<file path="src/sv/gap_pkg.sv">
// ----------------------------------------------------------------------------
// Global average pool package
// Shared constants and types for the global average pooling core: default
// sizes, the back-end state encoding and the queue status bundle.
// ----------------------------------------------------------------------------
package gap_pkg;

  // Width of the pool size write port.
  localparam int unsigned CFG_W = 13;

  // Defaults for the top-level parameters.
  localparam int unsigned DEF_MAX_POOL_SIZE = 4096;
  localparam int unsigned DEF_SAMPLE_WIDTH  = 16;

  // Number of closed channels that can wait between front and back.
  localparam int unsigned QUEUE_DEPTH = 2;

  // Back-end sequencer states.
  typedef enum logic [1:0] {
    BK_IDLE,
    BK_DIV,
    BK_HOLD
  } bk_state_e;

  // Fill status of the channel queue.
  typedef struct packed {
    logic full;
    logic empty;
  } q_status_t;

endpackage

</file>
<file path="src/sv/global_average_pool_core.sv">
// ----------------------------------------------------------------------------
// Global average pooling core
// Streams signed Q8.8 samples channel by channel and returns each channel's
// mean, truncated toward zero and saturated to the sample range.
// ----------------------------------------------------------------------------
// Samples are taken one per cycle as long as the two-entry channel queue has
// room. Each closed channel is divided by a restoring divider that produces
// one quotient bit per cycle over a SUM_W-bit dividend, where
// SUM_W = SAMPLE_WIDTH + clog2(MAX_POOL_SIZE) + 1; the front stalls only when
// the queue is full, as when channels close faster than the back end divides
// them or the output is held back. A pool size of zero acts as one, sizes
// above MAX_POOL_SIZE clamp to it, and a write takes effect at once while the
// running sum and count are kept.
module global_average_pool_core #(
  parameter int unsigned MAX_POOL_SIZE = gap_pkg::DEF_MAX_POOL_SIZE,
  parameter int unsigned SAMPLE_WIDTH  = gap_pkg::DEF_SAMPLE_WIDTH
) (
  input  logic                           clk_i,
  input  logic                           rst_ni,
  input  logic                           pool_size_we_i,
  input  logic [gap_pkg::CFG_W-1:0]      pool_size_i,
  input  logic                           sample_valid_i,
  output logic                           sample_ready_o,
  input  logic signed [SAMPLE_WIDTH-1:0] sample_i,
  output logic                           average_valid_o,
  input  logic                           average_ready_i,
  output logic signed [SAMPLE_WIDTH-1:0] average_o
);

  localparam int unsigned CNT_W = (MAX_POOL_SIZE > 1) ? $clog2(MAX_POOL_SIZE) : 1;
  localparam int unsigned N_W   = $clog2(MAX_POOL_SIZE + 1);
  localparam int unsigned SUM_W = SAMPLE_WIDTH + CNT_W + 1;

  gap_pkg::q_status_t q_status;
  logic               push, pop;
  logic [SUM_W-1:0]   push_sum;
  logic [N_W-1:0]     push_size;
  logic [SUM_W+N_W-1:0] pop_data;

  // Front end: configuration and accumulation.
  gap_front #(
    .MAX_POOL_SIZE (MAX_POOL_SIZE),
    .SAMPLE_WIDTH  (SAMPLE_WIDTH)
  ) u_front (
    .clk_i          (clk_i),
    .rst_ni         (rst_ni),
    .pool_size_we_i (pool_size_we_i),
    .pool_size_i    (pool_size_i),
    .sample_valid_i (sample_valid_i),
    .sample_ready_o (sample_ready_o),
    .sample_i       (sample_i),
    .q_status_i     (q_status),
    .push_o         (push),
    .push_sum_o     (push_sum),
    .push_size_o    (push_size)
  );

  // Queue of closed channels.
  gap_queue #(
    .DATA_W (SUM_W + N_W)
  ) u_queue (
    .clk_i       (clk_i),
    .rst_ni      (rst_ni),
    .push_i      (push),
    .push_data_i ({push_sum, push_size}),
    .pop_i       (pop),
    .pop_data_o  (pop_data),
    .status_o    (q_status)
  );

  // Back end: division and output register.
  gap_back #(
    .MAX_POOL_SIZE (MAX_POOL_SIZE),
    .SAMPLE_WIDTH  (SAMPLE_WIDTH)
  ) u_back (
    .clk_i           (clk_i),
    .rst_ni          (rst_ni),
    .q_status_i      (q_status),
    .q_sum_i         (pop_data[SUM_W+N_W-1:N_W]),
    .q_size_i        (pop_data[N_W-1:0]),
    .pop_o           (pop),
    .average_valid_o (average_valid_o),
    .average_ready_i (average_ready_i),
    .average_o       (average_o)
  );

endmodule

</file>
<file path="src/sv/gap_front.sv">
// ----------------------------------------------------------------------------
// Global average pool front end
// Holds the pool size register, accepts samples, keeps the running channel
// sum and sample count, and pushes each closed channel's sum and size into
// the channel queue.
// ----------------------------------------------------------------------------
module gap_front #(
  parameter int unsigned MAX_POOL_SIZE = gap_pkg::DEF_MAX_POOL_SIZE,
  parameter int unsigned SAMPLE_WIDTH  = gap_pkg::DEF_SAMPLE_WIDTH,
  localparam int unsigned CNT_W = (MAX_POOL_SIZE > 1) ? $clog2(MAX_POOL_SIZE) : 1,
  localparam int unsigned N_W   = $clog2(MAX_POOL_SIZE + 1),
  localparam int unsigned SUM_W = SAMPLE_WIDTH + CNT_W + 1
) (
  input  logic                           clk_i,
  input  logic                           rst_ni,
  input  logic                           pool_size_we_i,
  input  logic [gap_pkg::CFG_W-1:0]      pool_size_i,
  input  logic                           sample_valid_i,
  output logic                           sample_ready_o,
  input  logic signed [SAMPLE_WIDTH-1:0] sample_i,
  input  gap_pkg::q_status_t             q_status_i,
  output logic                           push_o,
  output logic [SUM_W-1:0]               push_sum_o,
  output logic [N_W-1:0]                 push_size_o
);

  logic [N_W-1:0]   size_q, size_d;
  logic [SUM_W-1:0] sum_q, sum_d, sum_next;
  logic [CNT_W-1:0] count_q, count_d;
  logic [N_W:0]     count_inc;
  logic [31:0]      ps32, eff32;
  logic             accept, close;

  // Effective pool size: zero acts as one, large values clamp to the maximum.
  always_comb begin
    ps32 = 32'(pool_size_i);
    if (ps32 == 32'd0) begin
      eff32 = 32'd1;
    end else if (ps32 > 32'(MAX_POOL_SIZE)) begin
      eff32 = 32'(MAX_POOL_SIZE);
    end else begin
      eff32 = ps32;
    end
    size_d = pool_size_we_i ? N_W'(eff32) : size_q;
  end

  // A sample is taken whenever the queue has room for a closing channel.
  assign sample_ready_o = !q_status_i.full;
  assign accept         = sample_valid_i && sample_ready_o;

  // Running sum and count; the channel closes when the count reaches the size.
  always_comb begin
    sum_next  = sum_q + {{(SUM_W - SAMPLE_WIDTH){sample_i[SAMPLE_WIDTH-1]}}, sample_i};
    count_inc = {{(N_W + 1 - CNT_W){1'b0}}, count_q} + (N_W + 1)'(1);
    close     = count_inc >= {1'b0, size_q};
    sum_d     = sum_q;
    count_d   = count_q;
    if (accept) begin
      if (close) begin
        sum_d   = '0;
        count_d = '0;
      end else begin
        sum_d   = sum_next;
        count_d = count_inc[CNT_W-1:0];
      end
    end
  end

  assign push_o      = accept && close;
  assign push_sum_o  = sum_next;
  assign push_size_o = size_q;

  // State registers.
  always_ff @(posedge clk_i or negedge rst_ni) begin
    if (!rst_ni) begin
      size_q  <= N_W'(1);
      sum_q   <= '0;
      count_q <= '0;
    end else begin
      size_q  <= size_d;
      sum_q   <= sum_d;
      count_q <= count_d;
    end
  end

  // A closing request always leaves the channel cleared.
  a_close_clears: assert property (@(posedge clk_i) disable iff (!rst_ni)
    push_o |=> (count_q == '0) && (sum_q == '0))
    else $error("channel state not cleared after close");

endmodule

</file>
<file path="src/sv/gap_queue.sv">
// ----------------------------------------------------------------------------
// Global average pool channel queue
// A short first-in first-out buffer of closed channels (sum and size) that
// lets the front end and the divider stall independently.
// ----------------------------------------------------------------------------
module gap_queue #(
  parameter int unsigned DATA_W = 42,
  localparam int unsigned PTR_W = (gap_pkg::QUEUE_DEPTH > 1) ? $clog2(gap_pkg::QUEUE_DEPTH) : 1,
  localparam int unsigned CNT_W = $clog2(gap_pkg::QUEUE_DEPTH + 1)
) (
  input  logic               clk_i,
  input  logic               rst_ni,
  input  logic               push_i,
  input  logic [DATA_W-1:0]  push_data_i,
  input  logic               pop_i,
  output logic [DATA_W-1:0]  pop_data_o,
  output gap_pkg::q_status_t status_o
);

  logic [DATA_W-1:0] mem_q [gap_pkg::QUEUE_DEPTH];
  logic [PTR_W-1:0]  wr_ptr_q, wr_ptr_d, rd_ptr_q, rd_ptr_d;
  logic [CNT_W-1:0]  count_q, count_d;
  logic              do_push, do_pop;

  assign status_o.full  = (count_q == CNT_W'(gap_pkg::QUEUE_DEPTH));
  assign status_o.empty = (count_q == '0);
  assign do_push        = push_i && !status_o.full;
  assign do_pop         = pop_i && !status_o.empty;
  assign pop_data_o     = mem_q[rd_ptr_q];

  // Pointer and fill count update.
  always_comb begin
    wr_ptr_d = wr_ptr_q;
    rd_ptr_d = rd_ptr_q;
    count_d  = count_q;
    if (do_push) begin
      wr_ptr_d = (wr_ptr_q == PTR_W'(gap_pkg::QUEUE_DEPTH - 1)) ? '0 : wr_ptr_q + 1'b1;
    end
    if (do_pop) begin
      rd_ptr_d = (rd_ptr_q == PTR_W'(gap_pkg::QUEUE_DEPTH - 1)) ? '0 : rd_ptr_q + 1'b1;
    end
    if (do_push && !do_pop) begin
      count_d = count_q + 1'b1;
    end else if (do_pop && !do_push) begin
      count_d = count_q - 1'b1;
    end
  end

  always_ff @(posedge clk_i or negedge rst_ni) begin
    if (!rst_ni) begin
      wr_ptr_q <= '0;
      rd_ptr_q <= '0;
      count_q  <= '0;
    end else begin
      wr_ptr_q <= wr_ptr_d;
      rd_ptr_q <= rd_ptr_d;
      count_q  <= count_d;
    end
  end

  // Entry storage.
  always_ff @(posedge clk_i) begin
    if (do_push) begin
      mem_q[wr_ptr_q] <= push_data_i;
    end
  end

  // The fill count never runs past the depth.
  a_count_bound: assert property (@(posedge clk_i) disable iff (!rst_ni)
    count_q <= CNT_W'(gap_pkg::QUEUE_DEPTH))
    else $error("queue fill count out of range");

endmodule

</file>
<file path="src/sv/gap_back.sv">
// ----------------------------------------------------------------------------
// Global average pool back end
// Takes closed channels from the queue, divides the sum by the pool size with
// a one-bit-per-cycle restoring divider, truncates toward zero, saturates to
// the sample range and holds the average in the output register.
// ----------------------------------------------------------------------------
module gap_back #(
  parameter int unsigned MAX_POOL_SIZE = gap_pkg::DEF_MAX_POOL_SIZE,
  parameter int unsigned SAMPLE_WIDTH  = gap_pkg::DEF_SAMPLE_WIDTH,
  localparam int unsigned CNT_W = (MAX_POOL_SIZE > 1) ? $clog2(MAX_POOL_SIZE) : 1,
  localparam int unsigned N_W   = $clog2(MAX_POOL_SIZE + 1),
  localparam int unsigned SUM_W = SAMPLE_WIDTH + CNT_W + 1,
  localparam int unsigned BC_W  = $clog2(SUM_W)
) (
  input  logic                           clk_i,
  input  logic                           rst_ni,
  input  gap_pkg::q_status_t             q_status_i,
  input  logic [SUM_W-1:0]               q_sum_i,
  input  logic [N_W-1:0]                 q_size_i,
  output logic                           pop_o,
  output logic                           average_valid_o,
  input  logic                           average_ready_i,
  output logic signed [SAMPLE_WIDTH-1:0] average_o
);

  localparam logic [SUM_W-1:0] MAG_HI =
    {{(SUM_W - SAMPLE_WIDTH + 1){1'b0}}, {(SAMPLE_WIDTH - 1){1'b1}}};
  localparam logic [SUM_W-1:0] MAG_LO =
    {{(SUM_W - SAMPLE_WIDTH){1'b0}}, 1'b1, {(SAMPLE_WIDTH - 1){1'b0}}};

  gap_pkg::bk_state_e state_q, state_d;
  logic [N_W-1:0]          rem_q, rem_d, div_q, div_d;
  logic [SUM_W-1:0]        quo_q, quo_d, quo_neg;
  logic [BC_W-1:0]         bcnt_q, bcnt_d;
  logic                    neg_q, neg_d;
  logic [N_W:0]            trial, diff;
  logic                    ge, out_free, out_load, out_valid_q;
  logic [SAMPLE_WIDTH-1:0] avg_sat, out_q;

  assign out_free = !out_valid_q || average_ready_i;

  // One restoring division step.
  always_comb begin
    trial = {rem_q, quo_q[SUM_W-1]};
    ge    = trial >= {1'b0, div_q};
    diff  = trial - {1'b0, div_q};
  end

  // Sequencer: load a channel, divide, then hand the result to the output.
  always_comb begin
    state_d  = state_q;
    rem_d    = rem_q;
    quo_d    = quo_q;
    div_d    = div_q;
    neg_d    = neg_q;
    bcnt_d   = bcnt_q;
    pop_o    = 1'b0;
    out_load = 1'b0;
    unique case (state_q)
      gap_pkg::BK_IDLE: begin
        if (!q_status_i.empty) begin
          pop_o   = 1'b1;
          neg_d   = q_sum_i[SUM_W-1];
          quo_d   = q_sum_i[SUM_W-1] ? ('0 - q_sum_i) : q_sum_i;
          rem_d   = '0;
          div_d   = q_size_i;
          bcnt_d  = BC_W'(SUM_W - 1);
          state_d = gap_pkg::BK_DIV;
        end
      end
      gap_pkg::BK_DIV: begin
        rem_d  = ge ? diff[N_W-1:0] : trial[N_W-1:0];
        quo_d  = {quo_q[SUM_W-2:0], ge};
        bcnt_d = bcnt_q - 1'b1;
        if (bcnt_q == '0) begin
          state_d = gap_pkg::BK_HOLD;
        end
      end
      gap_pkg::BK_HOLD: begin
        if (out_free) begin
          out_load = 1'b1;
          state_d  = gap_pkg::BK_IDLE;
        end
      end
      default: begin
        state_d = gap_pkg::BK_IDLE;
      end
    endcase
  end

  // Apply the sign and clamp the quotient magnitude to the sample range.
  always_comb begin
    quo_neg = '0 - quo_q;
    if (neg_q) begin
      avg_sat = (quo_q > MAG_LO) ? MAG_LO[SAMPLE_WIDTH-1:0] : quo_neg[SAMPLE_WIDTH-1:0];
    end else begin
      avg_sat = (quo_q > MAG_HI) ? MAG_HI[SAMPLE_WIDTH-1:0] : quo_q[SAMPLE_WIDTH-1:0];
    end
  end

  // Control registers.
  always_ff @(posedge clk_i or negedge rst_ni) begin
    if (!rst_ni) begin
      state_q     <= gap_pkg::BK_IDLE;
      out_valid_q <= 1'b0;
    end else begin
      state_q <= state_d;
      if (out_load) begin
        out_valid_q <= 1'b1;
      end else if (average_ready_i) begin
        out_valid_q <= 1'b0;
      end
    end
  end

  // Datapath registers.
  always_ff @(posedge clk_i) begin
    rem_q  <= rem_d;
    quo_q  <= quo_d;
    div_q  <= div_d;
    neg_q  <= neg_d;
    bcnt_q <= bcnt_d;
    if (out_load) begin
      out_q <= avg_sat;
    end
  end

  assign average_valid_o = out_valid_q;
  assign average_o       = out_q;

  // The partial remainder stays below the divisor throughout the division.
  a_rem_bound: assert property (@(posedge clk_i) disable iff (!rst_ni)
    (state_q == gap_pkg::BK_DIV) |-> (rem_q < div_q))
    else $error("divider remainder not below divisor");

  // A finished division always lands in the output register.
  a_result_shown: assert property (@(posedge clk_i) disable iff (!rst_ni)
    out_load |=> average_valid_o)
    else $error("finished result not presented");

  // Nothing is popped while a result is still in flight.
  a_pop_idle: assert property (@(posedge clk_i) disable iff (!rst_ni)
    pop_o |-> (state_q == gap_pkg::BK_IDLE) && !q_status_i.empty)
    else $error("queue popped outside idle");

endmodule
</file>
<file path="config.mk">
export PLATFORM = sky130hd
export DESIGN_NAME = global_average_pool_core
export DESIGN_NICKNAME = d
export VERILOG_FILES = /design/src/sv/gap_pkg.sv /design/src/sv/global_average_pool_core.sv /design/src/sv/gap_front.sv /design/src/sv/gap_queue.sv /design/src/sv/gap_back.sv
export SDC_FILE = /design/constraint.sdc
export NUM_CORES = 1
export LEC_CHECK = 0
export ABC_CLOCK_PERIOD_IN_PS = 4450
export BUFFER_PORTS_ARGS = -buffer_cell sky130_fd_sc_hd__buf_2
export CORE_UTILIZATION = 58
export CTS_BUF_LIST = sky130_fd_sc_hd__clkbuf_4
export DETAILED_ROUTE_END_ITERATION = 6
export GPL_TIMING_DRIVEN = 0
export PLACE_DENSITY = 0.79
export SLEW_MARGIN = 20
export SYNTH_ARGS = -nofsm -noshare
export SYNTH_HDL_FRONTEND = slang
export SYNTH_SLANG_ARGS = --single-unit
</file>
<file path="constraint.sdc">
create_clock -name clk_i -period 4.45 [get_ports clk_i]
set_input_delay 0.2225 -clock clk_i [delete_from_list [all_inputs] [get_ports clk_i]]
set_output_delay 0.2225 -clock clk_i [all_outputs]
set_load 0.005 [all_outputs]
</file>
* Word level (Yosys, flattened, before mapping)
Memories as Yosys holds them, arrays and structs flattened.
Index checks and enable logic that the tools add are counted.
** Storage, ports and cells
- Logic and storage cells :: 90
- Register bits :: 138
- Bits of input ports :: 34
- Bits in writable memories :: 84
- Output and inout port bits :: 18
- Memories kept :: 1
** Memory list
- u_queue.mem_q :: depth 2, width 42, read ports 1, clocked after Yosys merged registers in 0, write ports 1, RTL line gap_queue.sv:20 : logic [DATA_W-1:0] mem_q [gap_pkg::QUEUE_DEPTH];
** Operators by class
- Multiplexer cells :: 31
- Bitwise gates (word level) :: 1
- $lt $le $gt $ge :: 5
- Reductions and logical operators :: 22
- Add/subtract/negate cells :: 10
- Equality and inequality tests :: 6
** Operators by type and width (count)
- 29-bit two-way mux :: 3
- 29-bit one-hot mux with 2 select lines :: 1
- 13-bit two-way mux :: 4
- 16-bit two-way mux :: 3
- 29-bit adder :: 1
- 29-bit by 15-bit greater-than comparator with 1-bit output (second input constant) :: 1
- 29-bit by 16-bit greater-than comparator with 1-bit output (second input constant) :: 1
- 1-bit by 29-bit subtractor with 29-bit output (first input constant) :: 1
- 14-bit by 13-bit greater-or-equal comparator with 1-bit output :: 2
- 13-bit one-hot mux with 2 select lines :: 1
- 1-bit by 16-bit subtractor with 16-bit output (first input constant) :: 1
- 12-bit by 1-bit adder with 13-bit output (second input constant) :: 1
- 13-bit greater-than comparator (second input constant) :: 1
- 13-bit zero test :: 1
- 13-bit subtractor :: 1
- 12-bit two-way mux :: 1
- 1-bit two-way mux :: 10
- 2-bit two-way mux :: 5
- 5-bit one-hot mux with 2 select lines :: 1
- 1-bit logical AND :: 6
- 2-bit one-hot mux with 3 select lines :: 1
- 2-bit nonzero test :: 3
- 1-bit zero test :: 5
- 5-bit zero test :: 1
- 14 further kinds :: 19

* Logic depth before layout (Yosys ltp)
Gate-level depths: netlist of run 1.
- Depth after elaboration :: 9
- Depth in mapped cells :: 17
- Gate-level depth less buffers :: 17

* Cells and area by module
Synthesis of run 1 repeated with hierarchy kept, for this count alone.
** Unflattened totals
- Cell total of the unflattened synthesis :: 1133
- Area, all modules :: 12653.4 um2
** By module, submodules not included
- gap_back :: sequential area each 2387.3 um2, cells each 504, times used 1, area each 5052.3 um2
- gap_front :: sequential area each 1352.5 um2, cells each 479, times used 1, area each 4171.5 um2
- gap_queue :: sequential area each 2622.5 um2, cells each 150, times used 1, area each 3429.5 um2

* Least setup slack after synthesis of run 1
OpenSTA, ideal clock, no wires.
- Path type :: flip-flop to flip-flop
- From :: register u_front.count_q[0]
- To :: memory u_queue.mem_q[0][0], enable pin
- Required time :: 4.008 ns
- Library setup time :: 0.442 ns
- Data arrival time :: 4.260 ns
- Setup slack :: -0.251 ns
- Buffers on the path :: 0
- Period minus slack after synthesis :: 4.701 ns
- Cell stages (with the launch flop) :: 13
- Path through :: dfrtp_1 ha_1 nand3_1 nor2_1 nand3_1 xnor2_1 ha_1 nand3_1 nor4_1 a21oi_1 a21oi_1 nand2_1 nor2_1
** On the way
- Cells in the longest elaborated chain, start to end :: 6
** RTL lines
- from (decl) :: RTL line gap_front.sv:29 : logic [CNT_W-1:0] count_q, count_d;
- from (signal assigned) :: RTL line gap_front.sv:82 : count_q <= count_d;
- 12-bit by 1-bit adder with 13-bit output :: RTL line gap_front.sv:54 : count_inc = {{(N_W + 1 - CNT_W){1'b0}}, count_q} + (N_W + 1)'(1);
- 14-bit by 13-bit greater-or-equal comparator with 1-bit output :: RTL line gap_front.sv:55 : close = count_inc >= {1'b0, size_q};
- 1-bit logical AND :: RTL line gap_front.sv:69 : assign push_o = accept && close;
- 1-bit logical AND :: RTL line gap_queue.sv:27 : assign do_push = push_i && !status_o.full;
- 1-bit two-way mux :: RTL line gap_queue.sv:63 : if (do_push) begin
- 1-bit two-way mux (not written as such) :: RTL line gap_queue.sv:64 : mem_q[wr_ptr_q] <= push_data_i;
- to (decl) :: RTL line gap_queue.sv:20
Every way passes these cells.

* Worst setup path after layout of run 1
- From :: register u_front.count_q[0]
- To :: register u_queue.count_q[1]
** On the way
- Cells in the longest elaborated chain, start to end :: 7
- Elaborated cells between the ends (all ways) :: 9
- Classes of those cells :: add/sub: 1; order compare: 1; mux: 1; reduce/logical: 6
** RTL lines
- 12-bit by 1-bit adder with 13-bit output * :: RTL line gap_front.sv:54
- 14-bit by 13-bit greater-or-equal comparator with 1-bit output * :: RTL line gap_front.sv:55
- 1-bit logical AND * :: RTL line gap_front.sv:69
- 1-bit logical AND * :: RTL line gap_queue.sv:27
- net u_queue.do_push :: RTL line gap_queue.sv:23 : logic do_push, do_pop;
- 1-bit zero test :: RTL line gap_queue.sv:44 : end else if (do_pop && !do_push) begin
- 1-bit logical AND :: RTL line gap_queue.sv:44
- 2-bit nonzero test (no source line)
- to (signal assigned) :: RTL line gap_queue.sv:57 : count_q <= count_d;
- to (decl) :: RTL line gap_queue.sv:22 : logic [CNT_W-1:0] count_q, count_d;
Mark *: on every way through the listed nets, which the timed path passes. The rest lies on a longest branch.
A chain may end at the register's enable or synchronous reset.

==> results of run 1 <==
-- cells by family (layout without fill, tap and decap cells) --
kind of cell | after synthesis | in the layout | share of synthesized area
compound gates | 300 | 300 | 0.155
xor+xnor | 75 | 75 | 0.0532
fa+ha+maj | 62 | 62 | 0.0640
buf+inv | 98 | 283 | 0.0317
flops | 222 | 222 | 0.515
mux | 43 | 43 | 0.0367
other cells | 0 | 1 | 0
simple gates | 371 | 371 | 0.145
-- worst max-delay path by stage --
stage	start	end	slack, ns
floorplan	u_front.count_q[0]$_DFFE_PN0P_	u_queue.mem_q[0][0]$_DFFE_PP_	0.44
CTS	u_front.count_q[0]$_DFFE_PN0P_	u_front.sum_q[24]$_DFFE_PN0P_	0.07
detailed placement	u_front.count_q[0]$_DFFE_PN0P_	u_front.sum_q[22]$_DFFE_PN0P_	0.11
global placement	u_front.count_q[0]$_DFFE_PN0P_	u_queue.mem_q[0][33]$_DFFE_PP_	-0.46
global route	u_front.count_q[0]$_DFFE_PN0P_	u_front.sum_q[21]$_DFFE_PN0P_	0.10
finish	u_front.count_q[0]$_DFFE_PN0P_	u_queue.count_q[1]$_DFFE_PN0P_	0.39
-- timing repair --
| item | 4_1_cts | 5_1_grt |
|---|---|---|
| gates resized for setup | 0 | 3 |
| setup buffers | 0 | 0 |
| setup endpoints to repair | 0 | 41 |
| hold buffers | 23 | 0 |
| endpoints found under the hold margin | 78 | 0 |
-- layout by cell type (no fill, tap or decap), types with 20 or more instances in the layout --
master           n
o21ai_0        101
nand2_1        141
dlygate4sd3_1   22
dfrtp_1         60
buf_2           56
edfxtp_1       161
xor2_1          36
nor3_1          33
a21oi_1         68
nand3_1         32
inv_1           53
clkbuf_4        80
clkbuf_1        34
mux2i_1         25
clkinv_1        20
ha_1            60
xnor2_1         39
nor2_1          56
-- power by group through the flow --
stage               Clock (W)  Sequential, W  Combinational (W)
floorplan                   0        0.00343            0.00320
global placement            0        0.00353            0.00404
detailed placement          0        0.00354            0.00422
CTS                   0.00189        0.00350            0.00426
global route          0.00202        0.00358            0.00479
finish                0.00187        0.00351            0.00434
-- Yosys cell counts, drive strengths merged, types with 7 or more instances --
cell type,count
a211oi,7
a21o,18
a21oi,69
a22o,15
a31oi,7
and2,12
buf,9
clkbuf,35
dfrtp,60
edfxtp,161
ha,60
inv,53
mux2,18
mux2i,25
nand2,142
nand2b,15
nand3,32
nand4,10
nor2,58
nor2b,7
nor3,34
nor3b,8
nor4,15
o211ai,9
o21a,8
o21ai,103
o311ai,11
or2,8
or3,12
xnor2,39
xor2,36
-- metrics by stage --
step	hold slack (ns)	std cells
5_1_grt	0.0464	1632
2_1_floorplan	-0.0731	1171
3_3_place_gp	0.448	1497
3_5_place_dp	0.151	1501
4_1_cts	0.0408	1631
6_report	0.0366	1632
-- layer usage --
layer / track usage / vias to the layer above
met5: 0 / -
met4: 0.107 / 0
met3: 0.0373 / 86
met2: 0.424 / 369
met1: 0.352 / 4522
li1: - / 4665
-- flip-flops by register name, indices dropped and copies added (netlist names) --
signal and cells:
u_back.quo_q 29, u_back.average_valid_o 1, u_back.div_q 13, u_back.bcnt_q 5, u_front.count_q 12, u_back.average_o 16, u_front.push_size_o 13, u_queue.mem_q 84
u_queue.rd_ptr_q 1, u_back.state_q 2, u_back.rem_q 13, u_back.neg_q 1, u_queue.wr_ptr_q 1, u_queue.count_q 2, u_front.sum_q 29
-- final cells by class --
type,instances,area [sq um]
clock inverters,28,193
clock buffers,79,593
fillers,1576,6870
plain buffers,45,193
multi-input cells,851,5620
well taps,275,344
repair buffers,78,578
diodes,1,2.50
inverters,53,199
flip-flops and latches,222,6360
-- critical path, cell delays in order, from the launching register on --
cell and delay (ns):
dfrtp_1 0.44, ha_1 0.26, nand3_1 0.14, nor2_1 0.31, nand2_1 0.12, nor2_1 0.15, xnor2_1 0.16, ha_1 0.27
a21o_1 0.19, a21o_1 0.19, a2111oi_1 0.58, a21oi_2 0.24, nand2_1 0.21, inv_1 0.07, ha_1 0.31, nor2_1 0.14
xor2_1 0.18
==> impl_metrics.yaml, run 1 <==
clock_network:
  clk_pin_slew_ns: 0.08
  cts_tree: "done"
  clk_path_buf_depth: 3
  clkSinkCount: 222
  insertion_delay_ns: 0.69
  root_buffer: "clkbuf_4"
  cts_max_level: 2
  cts_made_buffers: 57
critical_path:
  critPathRequiredTime_ns: 5.03
  arrival_ns: 4.63
  r2r_end: "u_queue.count_q[1]$_DFFE_PN0P_"
  r2r-start: "u_front.count_q[0]$_DFFE_PN0P_"
  worst-path-max-fanout: 8
  crit_type: "reg -> reg"
  worstRegToRegCells: 16
  critPathCaptureType: "flop"
  ff2ff_setup_slack_ns: 0.39
  crit_path_start_kind: "flop"
worst_hold_path:
  whs_path_depth: 5
  min_path_type: "in -> reg"
  holdPathEnd: "u_front.count_q[2]$_DFFE_PN0P_"
  hold_start: "sample_valid_i"
place:
  placed_area_sq_um: 13100
  place.gp.congestion: 0.954
  port_buffers: 51
  pre_cts_slack_ns: 0.113
  dpl.hpwl_microns: 19200
floorplan:
  initial_core_util: 0.590
  io_pins: 52
  die_h_microns: 148
  core-area_sq_um: 21000
  rows: 53
  die_area_sq_um: 21900
  die_w_microns: 148
timing:
  finalClockSkew_ns: 0.0610
  period_needed_ns: 4.06
  finalHoldViolations: 0
  fmax_mhz: 247
  worst_pin_slew_ns: 0.831
  finalWorstSetupSlack_ns: 0.395
  final-max-slew-violation-count: 0
  setup-tns-final_ns: 0
  slew_headroom: 0.441
  post-route-period-util: 0.911
  rsz0062_at_grt: "false"
  setup_viol: 0
power:
  internal-power_w: 0.00583
  ir_drop_mv: 0.444
  totalPowerFinal_w: 0.00972
  combPwrFrac: 0.446
  power.density_nw_per_um2: 690
  seq_power_share: 0.362
  leakagePower_nw: 5.78
  pwr-share-clk: 0.192
  netSwitchingFraction: 0.400
  p_switching_w: 0.00388
global_routing:
  globalRoute.totalOverflow: 0
  antenna_found_initial: 1
  grt_pass1_vias: 9449
  grt_start_max_net_pins: 45
  grt_pass1_wl_microns: 45900
  track_usage: 0.261
finish:
  nets: 1404
  syn2layout_area_growth_pct: 14.0
  final_util: 0.672
  drive_above_1_share: 0.144
  design_area_sq_um: 14100
detailed_routing:
  routed-wl-met3_microns: 1740
  routedWlPerCell_microns: 17.1
  dr_total_vias: 9642
  vias_per_cell: 5.91
  drt-initial-drc-count: 740
  firstDrtPassIters: 5
  antenna_left: 0
  highest_layer: "met4"
  drc: 0
  met1_length_microns: 12200
  route.met2.wl_microns: 13100
  wl_microns: 27900
status:
  status: "finished, final reports clean"
logic_synthesis:
  async_reset_ff_frac: 0.275
  synth.net_count: 1267
  ys.flop_type: "edfxtp_1"
  synth-edff-count: 161
  yosys-top-cells-area: "edfxtp_1 (39%), dfrtp_1 (12%), ha_1 (6.1%)"
  synth-seq-area-share: 0.515
  yosys_warnings: 0
  synth_cells: 1171
  ys_types: 69
  syn-cell-area_sq_um: 12400
  netlist.area_leader.share: 0.391
  syn_avg_cell_area_sq_um: 10.6
  ys_seq_elements: 222
  yosys.area.top_type: "edfxtp_1"
run:
  drv_cap: 0
Note: power is estimated with default switching activity, not from simulation.
==> inputs of run 2 (changes only) <==
--- a/config.mk
+++ b/config.mk
@@ -11,7 +11,7 @@
 export CTS_BUF_LIST = sky130_fd_sc_hd__clkbuf_4
 export DETAILED_ROUTE_END_ITERATION = 6
 export GPL_TIMING_DRIVEN = 0
-export PLACE_DENSITY = 0.79
+export PLACE_DENSITY = 0.8
 export SLEW_MARGIN = 20
 export SYNTH_ARGS = -nofsm -noshare
 export SYNTH_HDL_FRONTEND = slang
==> run 2 against run 1 <==
Compared with the run above: clock skew fell by 0.027 ns; cell count fell by 0.18%; clock power grew 2%; utilization barely moved; clock-buffer cell count decreased by 2; hold slack lost 0.0091 ns; die area unchanged; final area is essentially flat; flip-flop and latch count stayed put; maximum frequency down 1.1%; first-iteration DRC count is 0.81% lower; combinational power is essentially flat; largest power group unchanged.
==> impl_metrics.yaml, run 2 (synthesis results as in run 1) <==
critical_path:
  worst-path-max-fanout: 10
  critPathCaptureType: "flop"
  arrival_ns: 4.70
  crit_path_start_kind: "flop"
  crit_type: "reg -> reg"
  critPathRequiredTime_ns: 5.06
place:
  pre_cts_slack_ns: 0.0804
  placed_area_sq_um: 13100
  place_inst: 1501
  port_buffers: 51
  dpl.hpwl_microns: 19800
  place.gp.congestion: 0.949
power:
  power.density_nw_per_um2: 695
  ir_drop_mv: 0.463
  leakagePower_nw: 5.78
worst_hold_path:
  min_path_type: "in -> reg"
timing:
  holdWs_ns: 0.0275
  post-route-period-util: 0.921
  period_needed_ns: 4.10
  worst_pin_slew_ns: 0.891
  finalWorstSetupSlack_ns: 0.351
  slew_headroom: 0.401
  finalHoldViolations: 0
  fmax_mhz: 244
  setup_viol: 0
  finalClockSkew_ns: 0.0341
  rsz0062_at_grt: "false"
  final-max-slew-violation-count: 0
finish:
  syn2layout_area_growth_pct: 14.1
  top_register: "u_queue.mem_q"
  final_util: 0.673
  final_common_cell: "edfxtp_1"
  nets: 1403
  final_cells: 1629
  reg.largest.list: "u_queue.mem_q: 84 flops, u_back.quo_q: 29 flops, u_front.sum_q: 29 flops"
  largest_reg_flops: 84
  drive_above_1_share: 0.148
  final_cell_mix: "edfxtp_1 (161), nand2_1 (141), o21ai_0 (101)"
  design_area_sq_um: 14100
clock_network:
  root_buffer: "clkbuf_4"
  insertion_delay_ns: 0.69
  clk_pin_slew_ns: 0.08
  cts_made_buffers: 56
  clk_path_buf_depth: 3
  cts_tree: "done"
  post_cts_buffers: 0
  clkSinkCount: 222
  cts_max_level: 2
global_routing:
  gr-max-usage-layer: "met2"
  met1_usage: 0.349
  antenna_found_initial: 1
  globalRoute.totalOverflow: 0
  grt_start_max_net_pins: 46
  grt_pass1_wl_microns: 47100
  grtUsageMet2: 0.448
  grt_pass1_vias: 9690
  track_usage: 0.271
  use_met3: 0.0355
detailed_routing:
  vias_per_cell: 5.97
  antenna_left: 0
  wl_microns: 28800
  firstDrtPassIters: 5
  dr_total_vias: 9719
  drt-initial-drc-count: 734
  drc: 0
  routedWlPerCell_microns: 17.7
floorplan:
  io_pins: 52
  die_h_microns: 148
  core-area_sq_um: 21000
  initial_core_util: 0.590
  rows: 53
  die_w_microns: 148
  die_area_sq_um: 21900
run:
  drv_cap: 0
status:
  status: "finished, final reports clean"
==> run 2: cell count changes in the layout (fill, tap and decap cells not counted) <==
cell / previous run / this run
clkinv_1: 20 / 12
clkinv_4: 1 / 0
buf_16: 2 / 1
clkinv_2: 3 / 10
inv_2: 1 / 0
bufinv_16: 3 / 4
clkbuf_4: 80 / 78
clkinvlp_4: 0 / 1
buf_12: 2 / 3
==> run 2: final timing paths <==
| check | startpoint | endpoint | slack (ns) | cells past startpoint |
|---|---|---|---|---|
| hold reg to reg | u_front.push_size_o[7]$_DFFE_PN0P_ | u_queue.mem_q[1][7]$_DFFE_PP_ | 0.47 | 0 |
| max in group asynchronous | rst_ni | u_front.sum_q[2]$_DFFE_PN0P_ | 3.85 | 3 |
| setup reg to reg | u_front.count_q[0]$_DFFE_PN0P_ | u_front.sum_q[24]$_DFFE_PN0P_ | 0.35 | 14 |
| setup / recovery | u_front.count_q[0]$_DFFE_PN0P_ | u_front.sum_q[24]$_DFFE_PN0P_ | 0.35 | 14 |
| min in group asynchronous | rst_ni | u_front.sum_q[17]$_DFFE_PN0P_ | 0.10 | 3 |
| hold / removal | sample_valid_i | u_front.count_q[2]$_DFFE_PN0P_ | 0.03 | 5 |
==> run 2: critical path: stages (launching register included) <==
cell and delay [ns]:
dfrtp_1 0.47, ha_1 0.27, nand3_1 0.15, nor2_1 0.30
nand2_1 0.11, nor2_1 0.14, xnor2_1 0.16, ha_1 0.28
a21o_1 0.18, a21o_1 0.19, a2111oi_1 0.59, a21oi_2 0.24
nor2_2 0.43, buf_2 0.34, a22o_1 0.17
==> run 2: final cells by class <==
type | count | area [sq um]
clock buffer | 77 | 578
tap | 275 | 344
clock inverter | 27 | 223
fill | 1612 | 6860
inverter | 53 | 199
sequential | 222 | 6360
timing repair buffer | 78 | 571
antenna | 1 | 2.50
multi-input combinational | 851 | 5620
buffer | 45 | 193
==> run 2: power breakdown <==
part | internal [W] | leakage (nW) | switching [W]
Clock | 0.00105 | 0.469 | 0.000862
Sequential | 0.00313 | 2.30 | 0.000393
Combinational | 0.00169 | 3.01 | 0.00268
Total | 0.00587 | 5.78 | 0.00393
==> run 2: timing repair <==
action / CTS / global route
hold buffers: 23 / 0
endpoints found under the hold margin: 77 / 0
resized for setup: 0 / 3
setup endpoints to repair: 0 / 41
==> run 2: metal layers <==
layer	vias to the layer above	routed length, microns	part of all wire
met3	100	1590	0.055
met2	374	13700	0.48
li1	4648	-	-
met1	4597	12400	0.43
met4	0	1110	0.039
met5	-	0	0
==> run 2: through the flow <==
stage          TNS, ns  power [W]
2_1_floorplan        0    0.00663
3_3_place_gp    -29.63    0.00756
3_5_place_dp         0    0.00778
4_1_cts              0    0.00975
5_1_grt              0     0.0104
6_report             0    0.00980
